===== src/rtl/sdt2i_pkg.sv =====
`default_nettype none

package sdt2i_pkg;

    // character codes seen by the parser
    localparam logic [7:0] CHAR_NUL   = 8'd0;
    localparam logic [7:0] CHAR_TAB   = 8'd9;
    localparam logic [7:0] CHAR_CR    = 8'd13;
    localparam logic [7:0] CHAR_SPACE = 8'd32;
    localparam logic [7:0] CHAR_PLUS  = 8'd43;
    localparam logic [7:0] CHAR_MINUS = 8'd45;
    localparam logic [7:0] CHAR_ZERO  = 8'd48;
    localparam logic [7:0] CHAR_NINE  = 8'd57;

    // fixed widths of the stream payloads
    localparam int CHAR_BITS  = 8;
    localparam int VALUE_BITS = 32;

    // one finished result item
    typedef struct packed {
        logic [VALUE_BITS-1:0] value;
        logic                  error;
    } result_t;

endpackage

`default_nettype wire


===== src/rtl/strict_decimal_text_to_int32.sv =====
`default_nettype none

// Channel   Dir  tdata (low bit up)   tuser      tlast
// s_        in   char_code[7:0]       -          -
// m_        out  value[31:0]          error[0]   -
//
// One byte is accepted per cycle, every cycle, as long as results drain.
// A byte is held in the input register; from there the parse step updates
// the state, and a terminator that advances loads the result register,
// whose valid flag drives m_tvalid.
// Only a terminator can stall, and only while an earlier result still waits
// in the result register. Reset (aresetn low) restarts the whitespace phase.
module strict_decimal_text_to_int32 #(
    parameter int RESULT_BITS = 32
) (
    input  wire        aclk,
    input  wire        aresetn,
    input  wire        s_tvalid,
    output logic       s_tready,
    input  wire  [7:0] s_tdata,   // char_code[7:0]
    output logic       m_tvalid,
    input  wire        m_tready,
    output logic [31:0] m_tdata,  // value[31:0]
    output logic       m_tuser    // error[0]
);

    typedef enum logic [1:0] {
        PH_SPACE,
        PH_SIGN,
        PH_DIGITS,
        PH_BAD
    } phase_t;

    localparam int AW = RESULT_BITS + 1;
    localparam logic [AW-1:0] LIM = AW'(1) << (RESULT_BITS - 1);
    localparam logic [AW-1:0] LIM_DIV10 = LIM / 10;

    // input register
    logic                              in_valid_reg;
    logic [sdt2i_pkg::CHAR_BITS-1:0]   char_reg;

    // parse state
    phase_t                 phase_reg, phase_next;
    logic                   neg_reg, neg_next;
    logic [RESULT_BITS-1:0] acc_reg, acc_next;
    logic                   syn_reg, syn_next;
    logic                   rng_reg, rng_next;

    // result register
    logic                   out_valid_reg;
    sdt2i_pkg::result_t     res_reg, res_next;

    logic          is_term, is_space, is_digit, advance;
    logic [3:0]    digit;
    logic [AW-1:0] acc_w, prod, dig_acc;
    logic          dig_sat;
    logic [RESULT_BITS-1:0] signed_val;
    logic [63:0]   val_wide;

    // byte classes
    assign is_term  = (char_reg == sdt2i_pkg::CHAR_NUL);
    assign is_space = (char_reg == sdt2i_pkg::CHAR_SPACE) ||
                      (char_reg >= sdt2i_pkg::CHAR_TAB && char_reg <= sdt2i_pkg::CHAR_CR);
    assign is_digit = (char_reg >= sdt2i_pkg::CHAR_ZERO) &&
                      (char_reg <= sdt2i_pkg::CHAR_NINE);
    assign digit    = 4'(char_reg - sdt2i_pkg::CHAR_ZERO);

    // saturating multiply by ten and add
    assign acc_w   = {1'b0, acc_reg};
    assign prod    = (acc_w << 3) + (acc_w << 1) + AW'(digit);
    assign dig_sat = (acc_w > LIM_DIV10) || (prod >= LIM);
    assign dig_acc = dig_sat ? LIM : prod;

    // handshake: a terminator waits for the result register to free up
    assign advance  = in_valid_reg && (!is_term || !out_valid_reg || m_tready);
    assign s_tready = !in_valid_reg || advance;

    // signed result, masked to RESULT_BITS, then fit to the 32-bit field
    assign signed_val = neg_reg ? (RESULT_BITS'(0) - acc_reg) : acc_reg;
    assign val_wide   = 64'(signed_val);

    // parse step
    always_comb begin
        phase_next = phase_reg;
        neg_next   = neg_reg;
        acc_next   = acc_reg;
        syn_next   = syn_reg;
        rng_next   = rng_reg;
        res_next.error = syn_reg || rng_reg || (phase_reg != PH_DIGITS);
        res_next.value = res_next.error ? '0 : val_wide[sdt2i_pkg::VALUE_BITS-1:0];
        if (is_term) begin
            phase_next = PH_SPACE;
            neg_next   = 1'b0;
            acc_next   = '0;
            syn_next   = 1'b0;
            rng_next   = 1'b0;
        end else begin
            unique case (phase_reg)
                PH_SPACE: begin
                    if (is_space) begin
                        phase_next = PH_SPACE;
                    end else if (char_reg == sdt2i_pkg::CHAR_PLUS) begin
                        phase_next = PH_SIGN;
                    end else if (char_reg == sdt2i_pkg::CHAR_MINUS) begin
                        neg_next   = 1'b1;
                        phase_next = PH_SIGN;
                    end else if (is_digit) begin
                        acc_next   = dig_acc[RESULT_BITS-1:0];
                        rng_next   = rng_reg || dig_sat;
                        phase_next = PH_DIGITS;
                    end else begin
                        syn_next   = 1'b1;
                        phase_next = PH_BAD;
                    end
                end
                PH_SIGN, PH_DIGITS: begin
                    if (is_digit) begin
                        acc_next   = dig_acc[RESULT_BITS-1:0];
                        rng_next   = rng_reg || dig_sat;
                        phase_next = PH_DIGITS;
                    end else begin
                        syn_next   = 1'b1;
                        phase_next = PH_BAD;
                    end
                end
                default: begin
                    syn_next = 1'b1;
                end
            endcase
        end
    end

    // input register, state and result register
    always_ff @(posedge aclk) begin
        if (!aresetn) begin
            in_valid_reg  <= 1'b0;
            out_valid_reg <= 1'b0;
            phase_reg     <= PH_SPACE;
            neg_reg       <= 1'b0;
            acc_reg       <= '0;
            syn_reg       <= 1'b0;
            rng_reg       <= 1'b0;
        end else begin
            if (s_tready) begin
                in_valid_reg <= s_tvalid;
                char_reg     <= s_tdata;
            end
            if (advance) begin
                phase_reg <= phase_next;
                neg_reg   <= neg_next;
                acc_reg   <= acc_next;
                syn_reg   <= syn_next;
                rng_reg   <= rng_next;
            end
            if (advance && is_term) begin
                out_valid_reg <= 1'b1;
                res_reg       <= res_next;
            end else if (m_tready) begin
                out_valid_reg <= 1'b0;
            end
        end
    end

    assign m_tvalid = out_valid_reg;
    assign m_tdata  = res_reg.value;
    assign m_tuser  = res_reg.error;

endmodule

`default_nettype wire

===== config.mk =====
export PLATFORM = sky130hd
export DESIGN_NAME = strict_decimal_text_to_int32
export DESIGN_NICKNAME = d
export VERILOG_FILES = /design/src/rtl/sdt2i_pkg.sv /design/src/rtl/strict_decimal_text_to_int32.sv
export SDC_FILE = /design/constraint.sdc
export NUM_CORES = 1
export LEC_CHECK = 0
export ABC_AREA = 1
export BUFFER_PORTS_ARGS = -buffer_cell sky130_fd_sc_hd__buf_2
export CAP_MARGIN = 20
export CORE_MARGIN = 2
export CORE_UTILIZATION = 50
export DETAILED_ROUTE_END_ITERATION = 6
export HOLD_SLACK_MARGIN = 0.15
export PLACE_DENSITY = 0.68
export SLEW_MARGIN = 20
export SYNTH_ARGS = -nofsm -noshare
export SYNTH_HDL_FRONTEND = slang
export SYNTH_SLANG_ARGS = --single-unit

===== constraint.sdc =====
create_clock -name aclk -period 7.5 [get_ports aclk]
set_clock_uncertainty 0.1 [all_clocks]
set_input_delay 1.875 -clock aclk [delete_from_list [all_inputs] [get_ports aclk]]
set_output_delay 1.875 -clock aclk [all_outputs]
set_load 0.005 [all_outputs]

Word-level counts from Yosys, hierarchy flattened
Cells that the tools add are included.
{"block": "word_totals", "ff_bits": 80, "inputBits": 12, "out_inout_bits": 35, "wordCells": 92}
{"block": "classes", "add_sub_neg": 4, "magnitude_cmp": 6, "eq_ne": 11, "n_mux": 33, "reduce_logical": 28}
{"op": "$mux 32", "n": 7}
{"op": "$pmux 32 s2", "n": 1}
{"op": "$add 33x33->33", "n": 1}
{"op": "$add 33x4->33", "n": 1}
{"op": "$ge 33x32->1 const B", "n": 1}
{"op": "$gt 32x28->1 const B", "n": 1}
{"op": "$sub 1x32->32 const A", "n": 1}
{"op": "$eq 8x6->1 const B", "n": 3}
{"op": "$mux 1", "n": 18}
{"op": "$reduce_and 5->1", "n": 2}
{"op": "$ne 3x3->1 const B", "n": 3}
{"op": "$ge 8x4->1 const B", "n": 1}
{"op": "$ge 8x6->1 const B", "n": 1}
{"op": "$le 8x4->1 const B", "n": 1}
{"op": "$le 8x6->1 const B", "n": 1}
{"op": "$logic_not 8->1", "n": 1}
{"op": "$logic_or 1x1->1", "n": 8}
{"op": "$mux 2", "n": 4}
{"op": "$ne 2x2->1 const B", "n": 3}
{"op": "$reduce_and 2->1", "n": 3}
{"op": "$reduce_bool 2->1", "n": 3}
{"op": "$logic_and 1x1->1", "n": 4}
{"op": "$pmux 1 s2", "n": 2}
{"op": "$pmux 2 s2", "n": 1}
{"op": "8 further kinds", "n": 10}

Depth between registers and ports, before layout
{"block": "logic_depth", "word_depth": 11, "ltp_mapped": 18, "mapped_depth_nobuf": 18}

Worst setup path before layout
OpenSTA, ideal clock, no wires.
{"block": "synth_timing", "kind": "input-to-output", "start": "in m_tready", "end": "out s_tready", "arrival_time_ns": 2.276, "required_ns": 5.525, "setup_slack_ns": 3.249, "path_stages": 2, "n_path_buf": 0, "cell_sequence": "nor2_1 -> nand3_1"}
{"block": "synth_via", "elab_chain_cells": 3}
{"item": "start, declared", "line": "strict_decimal_text_to_int32.sv:22", "source": "input wire m_tready,"}
{"item": "$logic_or 1x1->1", "line": "strict_decimal_text_to_int32.sv:75", "source": "assign advance = in_valid_reg && (!is_term || !out_valid_reg || m_tready);"}
{"item": "$logic_and 1x1->1", "line": "strict_decimal_text_to_int32.sv:75"}
{"item": "$logic_or 1x1->1", "line": "strict_decimal_text_to_int32.sv:76", "source": "assign s_tready = !in_valid_reg || advance;"}
{"item": "end, declared", "line": "strict_decimal_text_to_int32.sv:19", "source": "output logic s_tready,"}
Every way passes these cells.

Worst setup path after layout
Same ends and word-level chain as after synthesis.

==> out/metrics.csv <==
stage,metric,value,unit
status,run status,"finished, final reports clean",
timing,Worst slew margin,30.6,%
grt,initial antenna violation count,0,
timing,unrepaired setup endpoints after global routing,false,
flow_run,max cap viols,0,
power,leakage,3.83,nW
clock_network,Clock Sinks,80,
worst_setup_path,CP Data Arrival Time,2.54,ns
floorplanning,Die Width,125,microns
grt,vias in the first global route,6272,
layout,synthesis-to-finish area growth,8.43,%
worst_setup_path,Worst setup EP type,output pin,
power,Design Power,0.000977,W
synthesis,Yosys top cell area share,16.8,%
layout,fin cells,1298,
synthesis,synth cell count leaders,"315 x nand2_1, 169 x inv_1, 103 x nor2_1",
route,1st-iter DRT viols,359,
clock_network,CTS Hold Buffers Added,0,
power,Switching Share,24.3,%
clock_network,H-tree levels,3,
clock_network,post-CTS sizing,0,
timing,final count of hold timing violations,0,
worst_setup_path,Worst EP required,5.53,ns
worst_setup_path,Top delay family on crit path,simple AND/OR/NAND/NOR gates,
timing,final worst path period need,4.51,ns
synthesis,ys async rst share,0,%
worst_setup_path,crit start category,primary input,
placement,GPL Wtd Cong,0.926,
route,routed wl met2,7810,microns
grt,gr usage total,23.3,%
timing,Max Freq,222,MHz
clock_network,setup repair bufs after CTS,0,
power,Int Pwr,0.000740,W
floorplanning,die span in y,125,microns
synthesis,Synth area leader,edfxtp_1,
clock_network,clk_lat worst skew,0.35,ns
synthesis,Syn Inst Count,1074,
clock_network,Worst-path clk slew,0.07,ns
placement,pre-CTS setup slack,2.99,ns
route,First-pass DRT Iterations,5,
synthesis,syn avg cell area,6.82,sq um
floorplanning,Total Die Area,15600,sq um
grt,global-route wire length before repair,30000,microns
layout,fraction of layout cells with a size suffix above 1,16.1,%
power,power per cell area,123,nW/um^2
placement,HPWL Detailed,13500,microns
floorplanning,Starting Density,50.8,%
power,NetSw,0.000237,W
floorplanning,IO Pins,47,
synthesis,"Seq/Total Area, Yosys",27.5,%
grt,largest net degree at the start of global routing,39,
route,routed length on met3,825,microns
route,via/cell ratio,5.21,
layout,Diodes inserted,0,
power,peak supply drop,0.109,mV
worst_setup_path,Critical Path Fanout Max,3,
route,Avg WL per Cell,13.8,microns
route,drt drc,0,
worst_setup_path,CP bufs+invs,2,
timing,final setup margin,2.99,ns
route,met1 wire length,8850,microns
worst_setup_path,Most common cell on crit path,buf_2,
synthesis,Post-synth EDFFs,41,
timing,setup TNS,0,ns
clock_network,Clock Path Buffers,2,
clock_network,TritonCTS clock tree,yes,
worst_setup_path,Max stage delay on crit path,0.25,ns
placement,Placed Cells,1282,
worst_setup_path,"Slowest-stage cell, CP",nor2_1,
worst_setup_path,critical path cell sequence,"buf_2, nor2_1, nand3_1, buf_2",
placement,IO Port Bufs,46,
power,clock network power share,48.1,%
clock_network,Root Driver,clkbuf_16,
timing,Final Cycle Share,60.2,%
hold_path,Hold Path Class,reg2reg,
floorplanning,core area,14400,sq um
synthesis,main flop type after synthesis,edfxtp_1,
route,routed wire length,17900,microns
synthesis,warnings from Yosys,0,
floorplanning,Core Rows,44,
timing,Final setup viols,0,
layout,Final nets,1187,
grt,total grt overflow,0,
synthesis,unique cell type count in the Yosys netlist,53,
route,total number of vias,6762,
route,top sig layer,met4,
timing,worst slew pin tran,1.04,ns
power,Seq pwr share,47.7,%
clock_network,total CTS buffers,9,
worst_setup_path,critical path class,in2out,
synthesis,"FF+latch count, synth",80,
timing,Slew Limit Fails,0,
synthesis,Synth area leaders,"edfxtp_1 17%, nand2_1 16%, ha_1 11%",
route,post-route ant nets,0,
power,Logic pwr share,4.2,%
layout,number of fill cells in the layout,1429,
synthesis,"count leader, synth",nand2_1,
synthesis,Synthesized Nets,1152,
synthesis,synthesized cell area,7320,sq um
-- stage by stage --
step | utilization, % | instance area, sq um | hold WS, ns
after CTS | 55.0 | 7940 | 0.394
after global placement | 52.9 | 7630 | 0.350
after floorplan | - | 7320 | 0.338
after global routing | 55.0 | 7940 | 0.430
final | 55.0 | 7940 | 0.387
after detailed placement | 52.9 | 7630 | 0.383
-- path summary, 6_finish.rpt --
kind         cells after the start  slack (ns)       start    endpoint
max reg2reg                     17        4.00  acc_reg[2]  acc_reg[2]
min reg2reg                      2        0.39     rng_reg     rng_reg
max                              4        2.99    m_tready    s_tready
min                              2        0.39     rng_reg     rng_reg
-- worst min-delay path, stage by stage (launching register included) --
cell and delay [ns]:
dfxtp_1 0.32, nand3_1 0.07, nand2_1 0.05
-- layout by cell type (no fill, tap or decap), types with 4 or more instances in the layout --
cell type / count
a21oi_2: 32
nand2_2: 16
nand3_2: 34
ha_1: 64
a21oi_1: 63
dfxtp_1: 39
nor3b_1: 4
nand3_1: 51
nor3_1: 18
nand4_1: 7
nor2_2: 7
buf_4: 4
nor2_1: 102
nand2_1: 315
xnor2_1: 11
o21ai_0: 21
inv_2: 9
clkbuf_16: 9
buf_2: 46
edfxtp_1: 41
inv_1: 169
-- layer usage --
metal | up-vias | global-route usage (%)
li1 | 3505 | -
met2 | 176 | 37.8
met3 | 40 | 3.25
met1 | 3041 | 32.4
met5 | - | 0
met4 | 0 | 7.19
-- layout make-up --
class	count	area [sq um]	area share, %
sequential	80	2010	25.3
inverter	180	677	8.53
multi-input combinational	788	4450	56.1
clock inverter	7	83.8	1.06
timing repair buffer	50	260	3.28
clock buffer	9	225	2.84
tap	184	230	2.90
-- cell families after synthesis --
| kind of cell | synth area share [%] |
|---|---|
| simple gates | 36.2 |
| buf+inv | 11.8 |
| compound gates | 11.5 |
| flops | 27.5 |
| fa+ha+maj | 11.5 |
| xor+xnor | 1.56 |
-- power groups by stage --
stage	Combinational, W	Sequential [W]	Clock (W)
3_3_place_gp	0.0000396	0.000475	0
2_1_floorplan	0.0000304	0.000474	0
4_1_cts	0.0000407	0.000466	0.000472
5_1_grt	0.0000465	0.000467	0.000488
3_5_place_dp	0.0000405	0.000476	0
6_report	0.0000411	0.000466	0.000470
Note: power is estimated with default switching activity, not from simulation.
